$ cat src/hw/rtl/escd_pkg.sv
// ----------------------------------------------------------------------------
// escd_pkg
// Shared types, constants and the month start table for the epoch seconds to
// calendar date converter.
// ----------------------------------------------------------------------------
package escd_pkg;

  localparam int unsigned DividendW = 32;
  localparam int unsigned DivisorW  = 11;

  localparam logic [DivisorW-1:0] SecsPerMin    = 11'd60;
  localparam logic [DivisorW-1:0] MinsPerHour   = 11'd60;
  localparam logic [DivisorW-1:0] HoursPerDay   = 11'd24;
  localparam logic [DivisorW-1:0] DaysPerWeek   = 11'd7;
  localparam logic [DivisorW-1:0] DaysPerPeriod = 11'd1461;
  localparam logic [DivisorW-1:0] DaysPerYear   = 11'd365;

  localparam logic [15:0] EpochWeekday   = 16'd4;
  localparam logic [15:0] Days1968To1970 = 16'd731;
  localparam logic [10:0] LeapDayEnd     = 11'd60;
  localparam logic [10:0] LastDayOfLeap  = 11'd365;
  localparam logic [7:0]  BaseYear       = 8'd68;

  typedef struct packed {
    logic                 start;
    logic [DividendW-1:0] dividend;
    logic [DivisorW-1:0]  divisor;
  } div_req_t;

  typedef struct packed {
    logic                 done;
    logic [DividendW-1:0] quotient;
    logic [DivisorW-1:0]  remainder;
  } div_rsp_t;

  // days before month (idx = month - 1), non-leap
  function automatic logic [8:0] month_start(input logic [3:0] idx);
    logic [8:0] r;
    unique case (idx)
      4'd0:    r = 9'd0;
      4'd1:    r = 9'd31;
      4'd2:    r = 9'd59;
      4'd3:    r = 9'd90;
      4'd4:    r = 9'd120;
      4'd5:    r = 9'd151;
      4'd6:    r = 9'd181;
      4'd7:    r = 9'd212;
      4'd8:    r = 9'd243;
      4'd9:    r = 9'd273;
      4'd10:   r = 9'd304;
      4'd11:   r = 9'd334;
      4'd12:   r = 9'd365;
      default: r = 9'd0;
    endcase
    return r;
  endfunction

endpackage

$ cat src/hw/rtl/escd_div.sv
// ----------------------------------------------------------------------------
// escd_div
// Shared constant divider. One 32x32 multiplier gives the quotient by
// reciprocal multiplication, then the remainder by multiply and subtract.
// A beat runs through load, quotient and remainder phases; done rises with the remainder.
// Exact for dividends below 2^31 (below 2^32 for 60, 24 and 1461).
// ----------------------------------------------------------------------------
module escd_div (
  input  logic               clk_i,
  input  logic               rst_ni,
  input  escd_pkg::div_req_t req_i,
  output escd_pkg::div_rsp_t rsp_o
);

  localparam logic [1:0] PhIdle = 2'd0;
  localparam logic [1:0] PhQuo  = 2'd1;
  localparam logic [1:0] PhRem  = 2'd2;

  // ceil(2^S / d) for the divisor after the pre-shift
  localparam logic [31:0] RecipDiv15   = 32'd1145324613;
  localparam logic [31:0] RecipDiv3    = 32'd2863311531;
  localparam logic [31:0] RecipWeek    = 32'd2454267027;
  localparam logic [31:0] RecipPeriod  = 32'd1505149388;
  localparam logic [31:0] RecipYear    = 32'd3012360625;

  logic [1:0]                     phase_q, phase_d;
  logic                           done_q, done_d;
  logic [escd_pkg::DividendW-1:0] num_q, num_d;
  logic [escd_pkg::DivisorW-1:0]  den_q, den_d;
  logic [escd_pkg::DividendW-1:0] quo_q, quo_d;
  logic [escd_pkg::DivisorW-1:0]  rem_q, rem_d;
  logic [31:0]                    scaled;
  logic [31:0]                    recip;
  logic [31:0]                    quo_m;
  logic [31:0]                    mul_a;
  logic [31:0]                    mul_b;
  logic [63:0]                    mul_p;
  logic [31:0]                    rem_full;

  assign mul_a    = (phase_q == PhRem) ? quo_q : scaled;
  assign mul_b    = (phase_q == PhRem) ? {21'd0, den_q} : recip;
  assign mul_p    = {32'd0, mul_a} * {32'd0, mul_b};
  assign rem_full = num_q - mul_p[31:0];

  always_comb begin
    unique case (den_q)
      escd_pkg::SecsPerMin: begin
        scaled = {2'd0, num_q[31:2]};
        recip  = RecipDiv15;
        quo_m  = {2'd0, mul_p[63:34]};
      end
      escd_pkg::HoursPerDay: begin
        scaled = {3'd0, num_q[31:3]};
        recip  = RecipDiv3;
        quo_m  = {1'd0, mul_p[63:33]};
      end
      escd_pkg::DaysPerWeek: begin
        scaled = num_q;
        recip  = RecipWeek;
        quo_m  = {2'd0, mul_p[63:34]};
      end
      escd_pkg::DaysPerPeriod: begin
        scaled = num_q;
        recip  = RecipPeriod;
        quo_m  = {9'd0, mul_p[63:41]};
      end
      escd_pkg::DaysPerYear: begin
        scaled = num_q;
        recip  = RecipYear;
        quo_m  = {8'd0, mul_p[63:40]};
      end
      default: begin
        scaled = num_q;
        recip  = '0;
        quo_m  = '0;
      end
    endcase
  end

  always_comb begin
    phase_d = phase_q;
    done_d  = 1'b0;
    num_d   = num_q;
    den_d   = den_q;
    quo_d   = quo_q;
    rem_d   = rem_q;
    if (req_i.start) begin
      phase_d = PhQuo;
      num_d   = req_i.dividend;
      den_d   = req_i.divisor;
    end else begin
      unique case (phase_q)
        PhQuo: begin
          quo_d   = quo_m;
          phase_d = PhRem;
        end
        PhRem: begin
          rem_d   = rem_full[escd_pkg::DivisorW-1:0];
          done_d  = 1'b1;
          phase_d = PhIdle;
        end
        default: begin
          phase_d = PhIdle;
        end
      endcase
    end
  end

  always_ff @(posedge clk_i or negedge rst_ni) begin
    if (!rst_ni) begin
      phase_q <= PhIdle;
      done_q  <= 1'b0;
    end else begin
      phase_q <= phase_d;
      done_q  <= done_d;
    end
  end

  always_ff @(posedge clk_i) begin
    num_q <= num_d;
    den_q <= den_d;
    quo_q <= quo_d;
    rem_q <= rem_d;
  end

  assign rsp_o.done      = done_q;
  assign rsp_o.quotient  = quo_q;
  assign rsp_o.remainder = rem_q;

endmodule

$ cat src/hw/rtl/epoch_seconds_to_calendar_date.sv
// ----------------------------------------------------------------------------
// epoch_seconds_to_calendar_date
// Converts seconds since 1970-01-01 00:00 into broken-down calendar time using
// one shared constant divider under a small sequencer.
// ----------------------------------------------------------------------------
//  channel  | handshake          | payload
//  ---------+--------------------+-----------------------------------------
//  input    | start, busy        | epoch_seconds_i
//  result   | valid_o (strobe)   | second_of_minute_o .. day_of_year_o
//
//  A beat runs six divisions on the shared divider, then a month search
//  that steps down from December until the month is found. busy is high for
//  all of it. valid_o lasts one cycle and cannot be stalled. Reset clears the
//  sequencer and the strobe only.
// ----------------------------------------------------------------------------
module epoch_seconds_to_calendar_date (
  input  logic        clk_i,
  input  logic        rst_ni,
  input  logic        start,
  output logic        busy,
  input  logic [31:0] epoch_seconds_i,
  output logic        valid_o,
  output logic [5:0]  second_of_minute_o,
  output logic [5:0]  minute_of_hour_o,
  output logic [4:0]  hour_of_day_o,
  output logic [4:0]  day_of_month_o,
  output logic [3:0]  month_number_o,
  output logic [7:0]  year_since_1900_o,
  output logic [2:0]  weekday_o,
  output logic [8:0]  day_of_year_o
);

  localparam logic [1:0] StIdle  = 2'd0;
  localparam logic [1:0] StIssue = 2'd1;
  localparam logic [1:0] StWait  = 2'd2;
  localparam logic [1:0] StMonth = 2'd3;

  localparam logic [2:0] StepSec    = 3'd0;
  localparam logic [2:0] StepMin    = 3'd1;
  localparam logic [2:0] StepHour   = 3'd2;
  localparam logic [2:0] StepWday   = 3'd3;
  localparam logic [2:0] StepPeriod = 3'd4;
  localparam logic [2:0] StepYear   = 3'd5;

  logic [1:0]  state_q, state_d;
  logic [2:0]  step_q, step_d;
  logic        valid_q, valid_d;
  logic [31:0] secs_q;
  logic [5:0]  sec_q, min_q;
  logic [4:0]  hour_q;
  logic [15:0] days_q;
  logic [2:0]  wday_q;
  logic [5:0]  periods_q;
  logic [10:0] in_period_q;
  logic [8:0]  doy_q;
  logic [7:0]  year_q;
  logic [3:0]  month_q;
  logic [4:0]  dom_q;

  escd_pkg::div_req_t div_req;
  escd_pkg::div_rsp_t div_rsp;

  logic        accept;
  logic [15:0] d68;
  logic        past_leap;
  logic [8:0]  mstart;
  logic        found;

  assign accept    = start && !busy;
  assign d68       = days_q + escd_pkg::Days1968To1970;
  assign past_leap = div_rsp.remainder >= escd_pkg::LeapDayEnd;
  assign mstart    = escd_pkg::month_start(month_q - 4'd1)
                   + {8'd0, (month_q > 4'd2) && (year_q[1:0] == 2'd0)};
  assign found     = (doy_q >= mstart) || (month_q == 4'd1);

  escd_div u_div (
    .clk_i  (clk_i),
    .rst_ni (rst_ni),
    .req_i  (div_req),
    .rsp_o  (div_rsp)
  );

  always_comb begin
    div_req.start = (state_q == StIssue);
    unique case (step_q)
      StepSec: begin
        div_req.dividend = secs_q;
        div_req.divisor  = escd_pkg::SecsPerMin;
      end
      StepMin: begin
        div_req.dividend = div_rsp.quotient;
        div_req.divisor  = escd_pkg::MinsPerHour;
      end
      StepHour: begin
        div_req.dividend = div_rsp.quotient;
        div_req.divisor  = escd_pkg::HoursPerDay;
      end
      StepWday: begin
        div_req.dividend = {16'd0, days_q + escd_pkg::EpochWeekday};
        div_req.divisor  = escd_pkg::DaysPerWeek;
      end
      StepPeriod: begin
        div_req.dividend = {16'd0, d68};
        div_req.divisor  = escd_pkg::DaysPerPeriod;
      end
      default: begin
        div_req.dividend = {16'd0, d68 - {10'd0, periods_q}};
        div_req.divisor  = escd_pkg::DaysPerYear;
      end
    endcase
  end

  always_comb begin
    state_d = state_q;
    step_d  = step_q;
    valid_d = 1'b0;
    unique case (state_q)
      StIdle: begin
        if (accept) begin
          state_d = StIssue;
          step_d  = StepSec;
        end
      end
      StIssue: state_d = StWait;
      StWait: begin
        if (div_rsp.done) begin
          if (step_q == StepYear) begin
            state_d = StMonth;
          end else begin
            state_d = StIssue;
            step_d  = step_q + 3'd1;
          end
        end
      end
      default: begin
        if (found) begin
          state_d = StIdle;
          valid_d = 1'b1;
        end
      end
    endcase
  end

  always_ff @(posedge clk_i or negedge rst_ni) begin
    if (!rst_ni) begin
      state_q <= StIdle;
      step_q  <= StepSec;
      valid_q <= 1'b0;
    end else begin
      state_q <= state_d;
      step_q  <= step_d;
      valid_q <= valid_d;
    end
  end

  always_ff @(posedge clk_i) begin
    if (accept) begin
      secs_q <= epoch_seconds_i;
    end
    if (state_q == StWait && div_rsp.done) begin
      unique case (step_q)
        StepSec:  sec_q  <= div_rsp.remainder[5:0];
        StepMin:  min_q  <= div_rsp.remainder[5:0];
        StepHour: begin
          hour_q <= div_rsp.remainder[4:0];
          days_q <= div_rsp.quotient[15:0];
        end
        StepWday: wday_q <= div_rsp.remainder[2:0];
        StepPeriod: begin
          periods_q   <= div_rsp.quotient[5:0] + {5'd0, past_leap};
          in_period_q <= div_rsp.remainder;
        end
        default: begin
          year_q  <= div_rsp.quotient[7:0] + escd_pkg::BaseYear;
          doy_q   <= div_rsp.remainder[8:0]
                   + {8'd0, (in_period_q >= escd_pkg::LeapDayEnd)
                            && (in_period_q <= escd_pkg::LastDayOfLeap)};
          month_q <= 4'd12;
        end
      endcase
    end
    if (state_q == StMonth) begin
      if (found) begin
        dom_q <= 5'(doy_q - mstart + 9'd1);
      end else begin
        month_q <= month_q - 4'd1;
      end
    end
  end

  assign busy               = (state_q != StIdle);
  assign valid_o            = valid_q;
  assign second_of_minute_o = sec_q;
  assign minute_of_hour_o   = min_q;
  assign hour_of_day_o      = hour_q;
  assign day_of_month_o     = dom_q;
  assign month_number_o     = month_q;
  assign year_since_1900_o  = year_q;
  assign weekday_o          = wday_q;
  assign day_of_year_o      = doy_q;

endmodule

$ cat config.mk
export PLATFORM = sky130hd
export DESIGN_NAME = epoch_seconds_to_calendar_date
export DESIGN_NICKNAME = d
export VERILOG_FILES = /design/src/hw/rtl/escd_pkg.sv /design/src/hw/rtl/escd_div.sv /design/src/hw/rtl/epoch_seconds_to_calendar_date.sv
export SDC_FILE = /design/constraint.sdc
export NUM_CORES = 2
export LEC_CHECK = 0
export BUFFER_PORTS_ARGS = -buffer_cell sky130_fd_sc_hd__buf_2
export CORE_UTILIZATION = 65
export DETAILED_ROUTE_END_ITERATION = 8
export PLACE_DENSITY = 0.91
export SLEW_MARGIN = 0
export SYNTH_ARGS = -nofsm -noshare
export SYNTH_HDL_FRONTEND = slang
export SYNTH_SLANG_ARGS = --single-unit
$ cat constraint.sdc
create_clock -name clk_i -period 10.28 [get_ports clk_i]
set_input_delay 0.514 -clock clk_i [delete_from_list [all_inputs] [get_ports clk_i]]
set_output_delay 0.514 -clock clk_i [all_outputs]
set_load 0.05 [all_outputs]
== Yosys cells after proc, flatten, opt, wreduce, memory -nomap -nowiden ==
Memories as Yosys holds them, arrays and structs flattened.
Cells that the tools add are included.

* Bits in latches: 0
* Output and inout port bits: 48
* Memory bits (read-only): 144
* RAM bits: 0
* Register bits: 206
* Memories: 1

* Bitwise logic cells: 2
* $lt $le $gt $ge: 5
* $mul: 1
* $add $sub $neg: 12
* Reductions and logical operators: 26
* Equal/unequal tests: 19
* Shift operators: 0
* Muxes and demuxes: 25
* Div/mod/pow operators: 0

{| class="wikitable"
|+ Memory list
! name !! depth !! width !! rd ports !! clocked after memory_dff !! write ports !! RTL line !! RTL
|-
| (name not given) || 16 || 9 || 1 || 0 || 0 || escd_pkg.sv:39 || <nowiki>unique case (idx)</nowiki>
|}

{| class="wikitable"
|+ Operators by type and width
! operator !! count
|-
| 43-bit one-hot mux with 5 select lines || 1
|-
| 32-bit one-hot mux with 5 select lines || 1
|-
| 31-bit one-hot mux with 4 select lines || 1
|-
| 32-bit by 32-bit multiplier with 64-bit output || 1
|-
| 32-bit two-way mux || 2
|-
| 32-bit one-hot mux with 2 select lines || 1
|-
| 11-bit by 6-bit >= comparator with 1-bit output, second input constant || 2
|-
| 9-bit by 1-bit adder with 9-bit output || 2
|-
| 2-bit AND reduction || 9
|-
| 16-bit by 10-bit adder with 16-bit output, second input constant || 1
|-
| 16-bit by 3-bit adder with 16-bit output, second input constant || 1
|-
| 4-bit two-way mux || 4
|-
| 16-bit by 6-bit subtractor with 16-bit output || 1
|-
| 2-bit two-way mux || 6
|-
| 11-bit equality test, second input constant || 1
|-
| 11-bit by 3-bit equality test with 1-bit output, second input constant || 1
|-
| 11-bit by 5-bit equality test with 1-bit output, second input constant || 1
|-
| 11-bit by 6-bit equality test with 1-bit output, second input constant || 1
|-
| 11-bit by 9-bit equality test with 1-bit output, second input constant || 1
|-
| 11-bit by 9-bit less-or-equal comparator with 1-bit output, second input constant || 1
|-
| 11-bit subtractor || 1
|-
| 9-bit >= comparator || 1
|-
| 3-bit two-way mux || 3
|-
| 8-bit by 7-bit adder with 8-bit output, second input constant || 1
|-
| other kinds (30) || 45
|}

== Depth between registers and ports, before layout ==
* Word-level depth: 7
* Mapped depth: 38
* Depth with buffers taken out: 33

== By module ==
From an unflattened synthesis, not the netlist that was laid out.

* Cell total of the unflattened synthesis: 4566
* Area, all modules: 42682.2 um2

{| class="wikitable"
|+ Modules (own cells, without submodules)
! module !! cells an instance !! instances !! sequential area each (um2) !! area an instance (um2)
|-
| escd_div || 3961 || 1 || 2627.5 || 35945.7
|-
| epoch_seconds_to_calendar_date || 605 || 1 || 3413.3 || 6736.5
|}

== Least setup slack after synthesis ==
Ideal clock, no wire load.

* Kind: register -> register
* From: reg u_div.den_q[7] in the netlist's numbering
* To: reg u_div.quo_q[8] in the netlist's numbering, data pin
* Cell stages (with the launch flop): 35
* Path buffers: 6
* Period minus slack after synthesis: 9.078 ns
* Library setup time: 0.271 ns
* Data required time: 10.009 ns
* Setup slack: 1.202 ns
* Data arrival time: 8.807 ns
* Cell sequence: edfxtp_1 -> or4b_4 -> nor4_4 -> buf_6 -> a21oi_4 -> buf_6 -> buf_6 -> buf_6 -> buf_2 -> a221o_1 -> nand2_1 -> inv_1 -> fa_1 -> inv_1 -> fa_1 -> fa_1 -> fa_1 -> inv_1 -> fa_1 -> fa_1 -> fa_1 -> inv_1 -> fa_1 -> inv_1 -> ha_1 -> clkbuf_1 -> and3_1 -> and3_1 -> a22oi_1 -> o21ai_0 -> a221o_1 -> a21oi_1 -> xnor2_1 -> a222oi_1 -> o21ai_0

* Longest elaborated chain between the ends: 5
* Elaborated cells between the ends (all ways): 12
* Classes of those cells: mul (1); eq/ne (5); mux (5); reduce/logical (1)

{| class="wikitable"
|+ Ends and longest elaborated chain
! what !! RTL line !! RTL
|-
| start, declared || escd_div.sv:29 || <nowiki>logic [escd_pkg::DivisorW-1:0] den_q, den_d;</nowiki>
|-
| start signal, assigned || escd_div.sv:121 || <nowiki>den_q <= den_d;</nowiki>
|-
| 11-bit by 9-bit equality test with 1-bit output, or another cell as far along || escd_div.sv:46 || <nowiki>unique case (den_q)</nowiki>
|-
| 32-bit one-hot mux with 5 select lines / 32-bit one-hot mux with 2 select lines (equally long branches) || escd_div.sv:46 ||
|-
| 32-bit two-way mux, on equally long branches || escd_div.sv:41, escd_div.sv:40 ||
|-
| 32-bit by 32-bit multiplier with 64-bit output || escd_div.sv:42 || <nowiki>assign mul_p = {32'd0, mul_a} * {32'd0, mul_b};</nowiki>
|-
| 31-bit one-hot mux with 4 select lines (*) || escd_div.sv:46 ||
|-
| via u_div.quo_m[8] || escd_div.sv:34 || <nowiki>logic [31:0] quo_m;</nowiki>
|-
| end signal, assigned || escd_div.sv:122 || <nowiki>quo_q <= quo_d;</nowiki>
|-
| end, declared || escd_div.sv:30 || <nowiki>logic [escd_pkg::DividendW-1:0] quo_q, quo_d;</nowiki>
|}

The timed path passes the listed nets; every way through them passes the cells marked *.
A chain may end at the register's enable or synchronous reset.

== Worst setup path in the final report ==
* From: reg u_div.den_q[2] in the netlist's numbering
* To: reg u_div.quo_q[0] in the netlist's numbering, data pin

Same word-level chain as after synthesis.

==> impl_metrics.py <==
metrics = {
    "drt": {
        "wl_per_cell_um": 29.2,
        "vias": 36644,
        "ant_nets": 0,
        "first_pass_iters": 9,
        "wirelength_um": 164000,
        "routed_via_density": 6.51,
        "drtIter0Drc": 5388,
        "drc_errors": 0,
    },
    "synthesis": {
        "synth_area_mm2": 0.0430,
        "synth_top_cell_by_area": "fa_1",
        "synth_edf_count": 189,
        "avgSynthCellArea_um2": 9.38,
        "yosysWarnings": 0,
        "synth_area_leaders": "fa_1 (39%), edfxtp_1 (13%), ha_1 (11%)",
        "synth-seq-cells": 202,
        "async_flop_share_pct": 4.46,
        "yosysUniqueCellTypes": 86,
        "syn_inst": 4583,
        "synth_top_area_share_pct": 38.9,
        "yosysSeqAreaShare_pct": 13.9,
        "synthFlopType": "edfxtp_1",
    },
    "sta": {
        "hold_viol": 0,
        "max_freq_mhz": 97.3,
        "min_period_ns": 10.28,
        "fin_crit_sh_pct": 100,
        "final-max-slew-violation-count": 0,
        "tns_ns": 0,
        "tightest_slew_ns": 1.22,
        "finalClockSkew_ns": 0.0236,
        "slew_headroom_pct": 18.9,
        "setup_viol": 0,
    },
    "place": {
        "dp.cells": 5564,
        "port_buffers": 82,
        "place_congestion": 1.09,
        "postPlaceCellArea_mm2": 0.0455,
        "dp_hpwl_um": 137000,
    },
    "floorplanning": {
        "die_h_um": 259,
        "rows": 93,
        "fp.dieArea_mm2": 0.0671,
        "initial_utilization_pct": 66.2,
        "die_x_um": 259,
        "num_io_pins": 83,
        "core_mm2": 0.0649,
    },
    "final_layout": {
        "drive_above_1_share_pct": 10.2,
        "fillers": 4824,
        "nets": 5997,
        "final_cell_mix": "inv_1 (930), fa_1 (834), nor2_1 (548)",
        "synthToLayoutAreaGrowth_pct": 8.45,
        "final_common_cell": "inv_1",
        "stdcell_count": 5626,
        "postLayoutCellArea_mm2": 0.0466,
        "post-route-util_pct": 71.8,
    },
    "power": {
        "p_leak_nw": 23.3,
        "powerDensity_mw_per_mm2": 176,
        "ir_drop_mv": 0.177,
        "finalPower_mw": 8.22,
    },
    "clocking": {
        "cts_sinks": 202,
        "clk_pin_slew_worst_paths_ns": 0.08,
        "tritoncts": "yes",
        "clk_latency_ns": 0.52,
        "clockBufferDepth": 3,
        "root_buffer": "clkbuf_16",
        "htreeDepth": 1,
        "numCtsBuffers": 19,
    },
    "grt": {
        "grt_pass1_wl_um": 240000,
        "track_usage_pct": 50.1,
        "grt_remaining_overflow": 0,
        "antenna_found_initial": 4,
        "grt_pass1_vias": 37693,
        "grt_start_max_net_pins": 54,
    },
    "worst_setup_path": {
        "cp_max_fo": 14,
        "critPathRequiredTime_ns": 10.54,
        "slowest_stage": "nor2_1",
        "crit_type": "reg -> reg",
        "crit_top_cell": "fa_1",
        "start_kind": "flop",
        "r2r_cells": 28,
        "max_stage_delay_ns": 0.83,
        "arrival_ns": 10.53,
        "end_kind": "flop",
        "reg2reg_slack_ns": 0.003,
    },
    "job": {
        "drv_cap": 0,
    },
    "min_path": {
        "min_path_type": "in -> reg",
        "hold_depth": 1,
    },
    "outcome": {
        "status": "complete, no violations",
    },
}
-- per-stage QoR --
stage,setup slack [ns],hold slack (ns)
floorplan,1.20,0.218
global placement,-0.255,0.390
detailed placement,0.135,0.394
CTS,0.0841,0.175
global route,-0.0428,0.173
finish,0.00337,0.177
-- power by group --
| group | internal [mW] | total, mW | switching [mW] | leakage, nW |
|---|---|---|---|---|
| Clock | 0.433 | 0.763 | 0.330 | 0.327 |
| Combinational | 2.16 | 6.08 | 3.92 | 21.1 |
| Sequential | 1.15 | 1.37 | 0.217 | 1.88 |
-- worst max-delay path, delay by kind of cell (launching register included) --
kind | cells | cell delay (ns)
flip-flops | 1 | 0.55
adder cells (fa/ha/maj) | 9 | 4.53
AO/OA/AOI/OAI | 4 | 1.46
AND/OR/NAND/NOR | 9 | 2.54
XOR/XNOR | 1 | 0.27
buffers and inverters | 5 | 0.61
-- routing by layer --
metal	track usage (%)	up-vias	share of wire (%)
met4	43.9	2	12
met5	0	-	0.0043
met3	15.3	1005	13
met1	58.5	17649	32
met2	75.1	3097	43
li1	-	14891	-
-- cells in the mapped netlist, drive strengths merged (12+ instances only) --
| library cell | instances |
|---|---|
| o221ai | 13 |
| inv | 930 |
| o21bai | 18 |
| edfxtp | 189 |
| a211oi | 14 |
| and2 | 26 |
| a222oi | 20 |
| nor2 | 560 |
| o21ai | 141 |
| a31o | 12 |
| or2 | 17 |
| buf | 39 |
| nor3 | 21 |
| xnor2 | 84 |
| a22oi | 20 |
| a22o | 25 |
| xor2 | 38 |
| nand2 | 451 |
| o211ai | 22 |
| fa | 836 |
| and3 | 23 |
| a221oi | 22 |
| nand4 | 28 |
| or3 | 23 |
| nand3 | 68 |
| o21a | 28 |
| a21o | 40 |
| ha | 372 |
| clkbuf | 144 |
| mux2i | 12 |
| a221o | 21 |
| nand2b | 43 |
| nor2b | 15 |
| a31oi | 17 |
| a21oi | 126 |
-- what timing repair did --
action	CTS	global route
gates resized for setup	0	49
endpoints found under the setup margin	0	31
endpoints found under the hold margin	9	0
setup buffers	0	22
hold buffers	1	0
-- cells by family (layout without fill, tap and decap cells) --
logic type	after synthesis	count (layout)	synth area share (%)
and+or+nand+nor	1308	1308	13.1
DFF	202	202	13.9
muxes	17	17	0.411
adders and majority gates	1211	1211	49.8
other	2	9	0.0175
xor gates and xnor gates	122	122	2.49
AOI/OAI and AO/OA	607	607	10.3
buffers and inverters	1114	1295	9.92
-- sequential cells by signal, indices dropped and copies added, names as in the netlist, 6 cells and up --
register	cells
secs_q	32
u_div.num_q	32
u_div.quo_q	31
days_q	16
u_div.rem_q	11
in_period_q	10
day_of_year_o	9
u_div.den_q	9
year_since_1900_o	8
minute_of_hour_o	6
periods_q	6
second_of_minute_o	6
-- path summary, 6_finish.rpt --
| path | from | end |
|---|---|---|
| hold / removal | epoch_seconds_i[2] | secs_q[2] |
| setup reg to reg | u_div.den_q[2] | u_div.quo_q[0] |
| setup / recovery | u_div.den_q[2] | u_div.quo_q[0] |
| hold reg to reg | u_div.rem_q[10] | in_period_q[10] |
| max in group asynchronous | rst_ni | u_div.phase_q[0] |
| min in group asynchronous | rst_ni | step_q[0] |
-- final cells by class --
cell class / count / area [um2] / share of cell area [%]
clock buffers: 21 / 503 / 1.08
multi-input cells: 3270 / 33000 / 70.9
well taps: 855 / 1070 / 2.30
clock inverters: 13 / 153 / 0.328
diodes: 4 / 10.0 / 0.0215
inverters: 931 / 3490 / 7.50
repair buffers: 330 / 2370 / 5.08
flip-flops and latches: 202 / 5980 / 12.8
No activity file was read; power rests on OpenSTA's default activity.
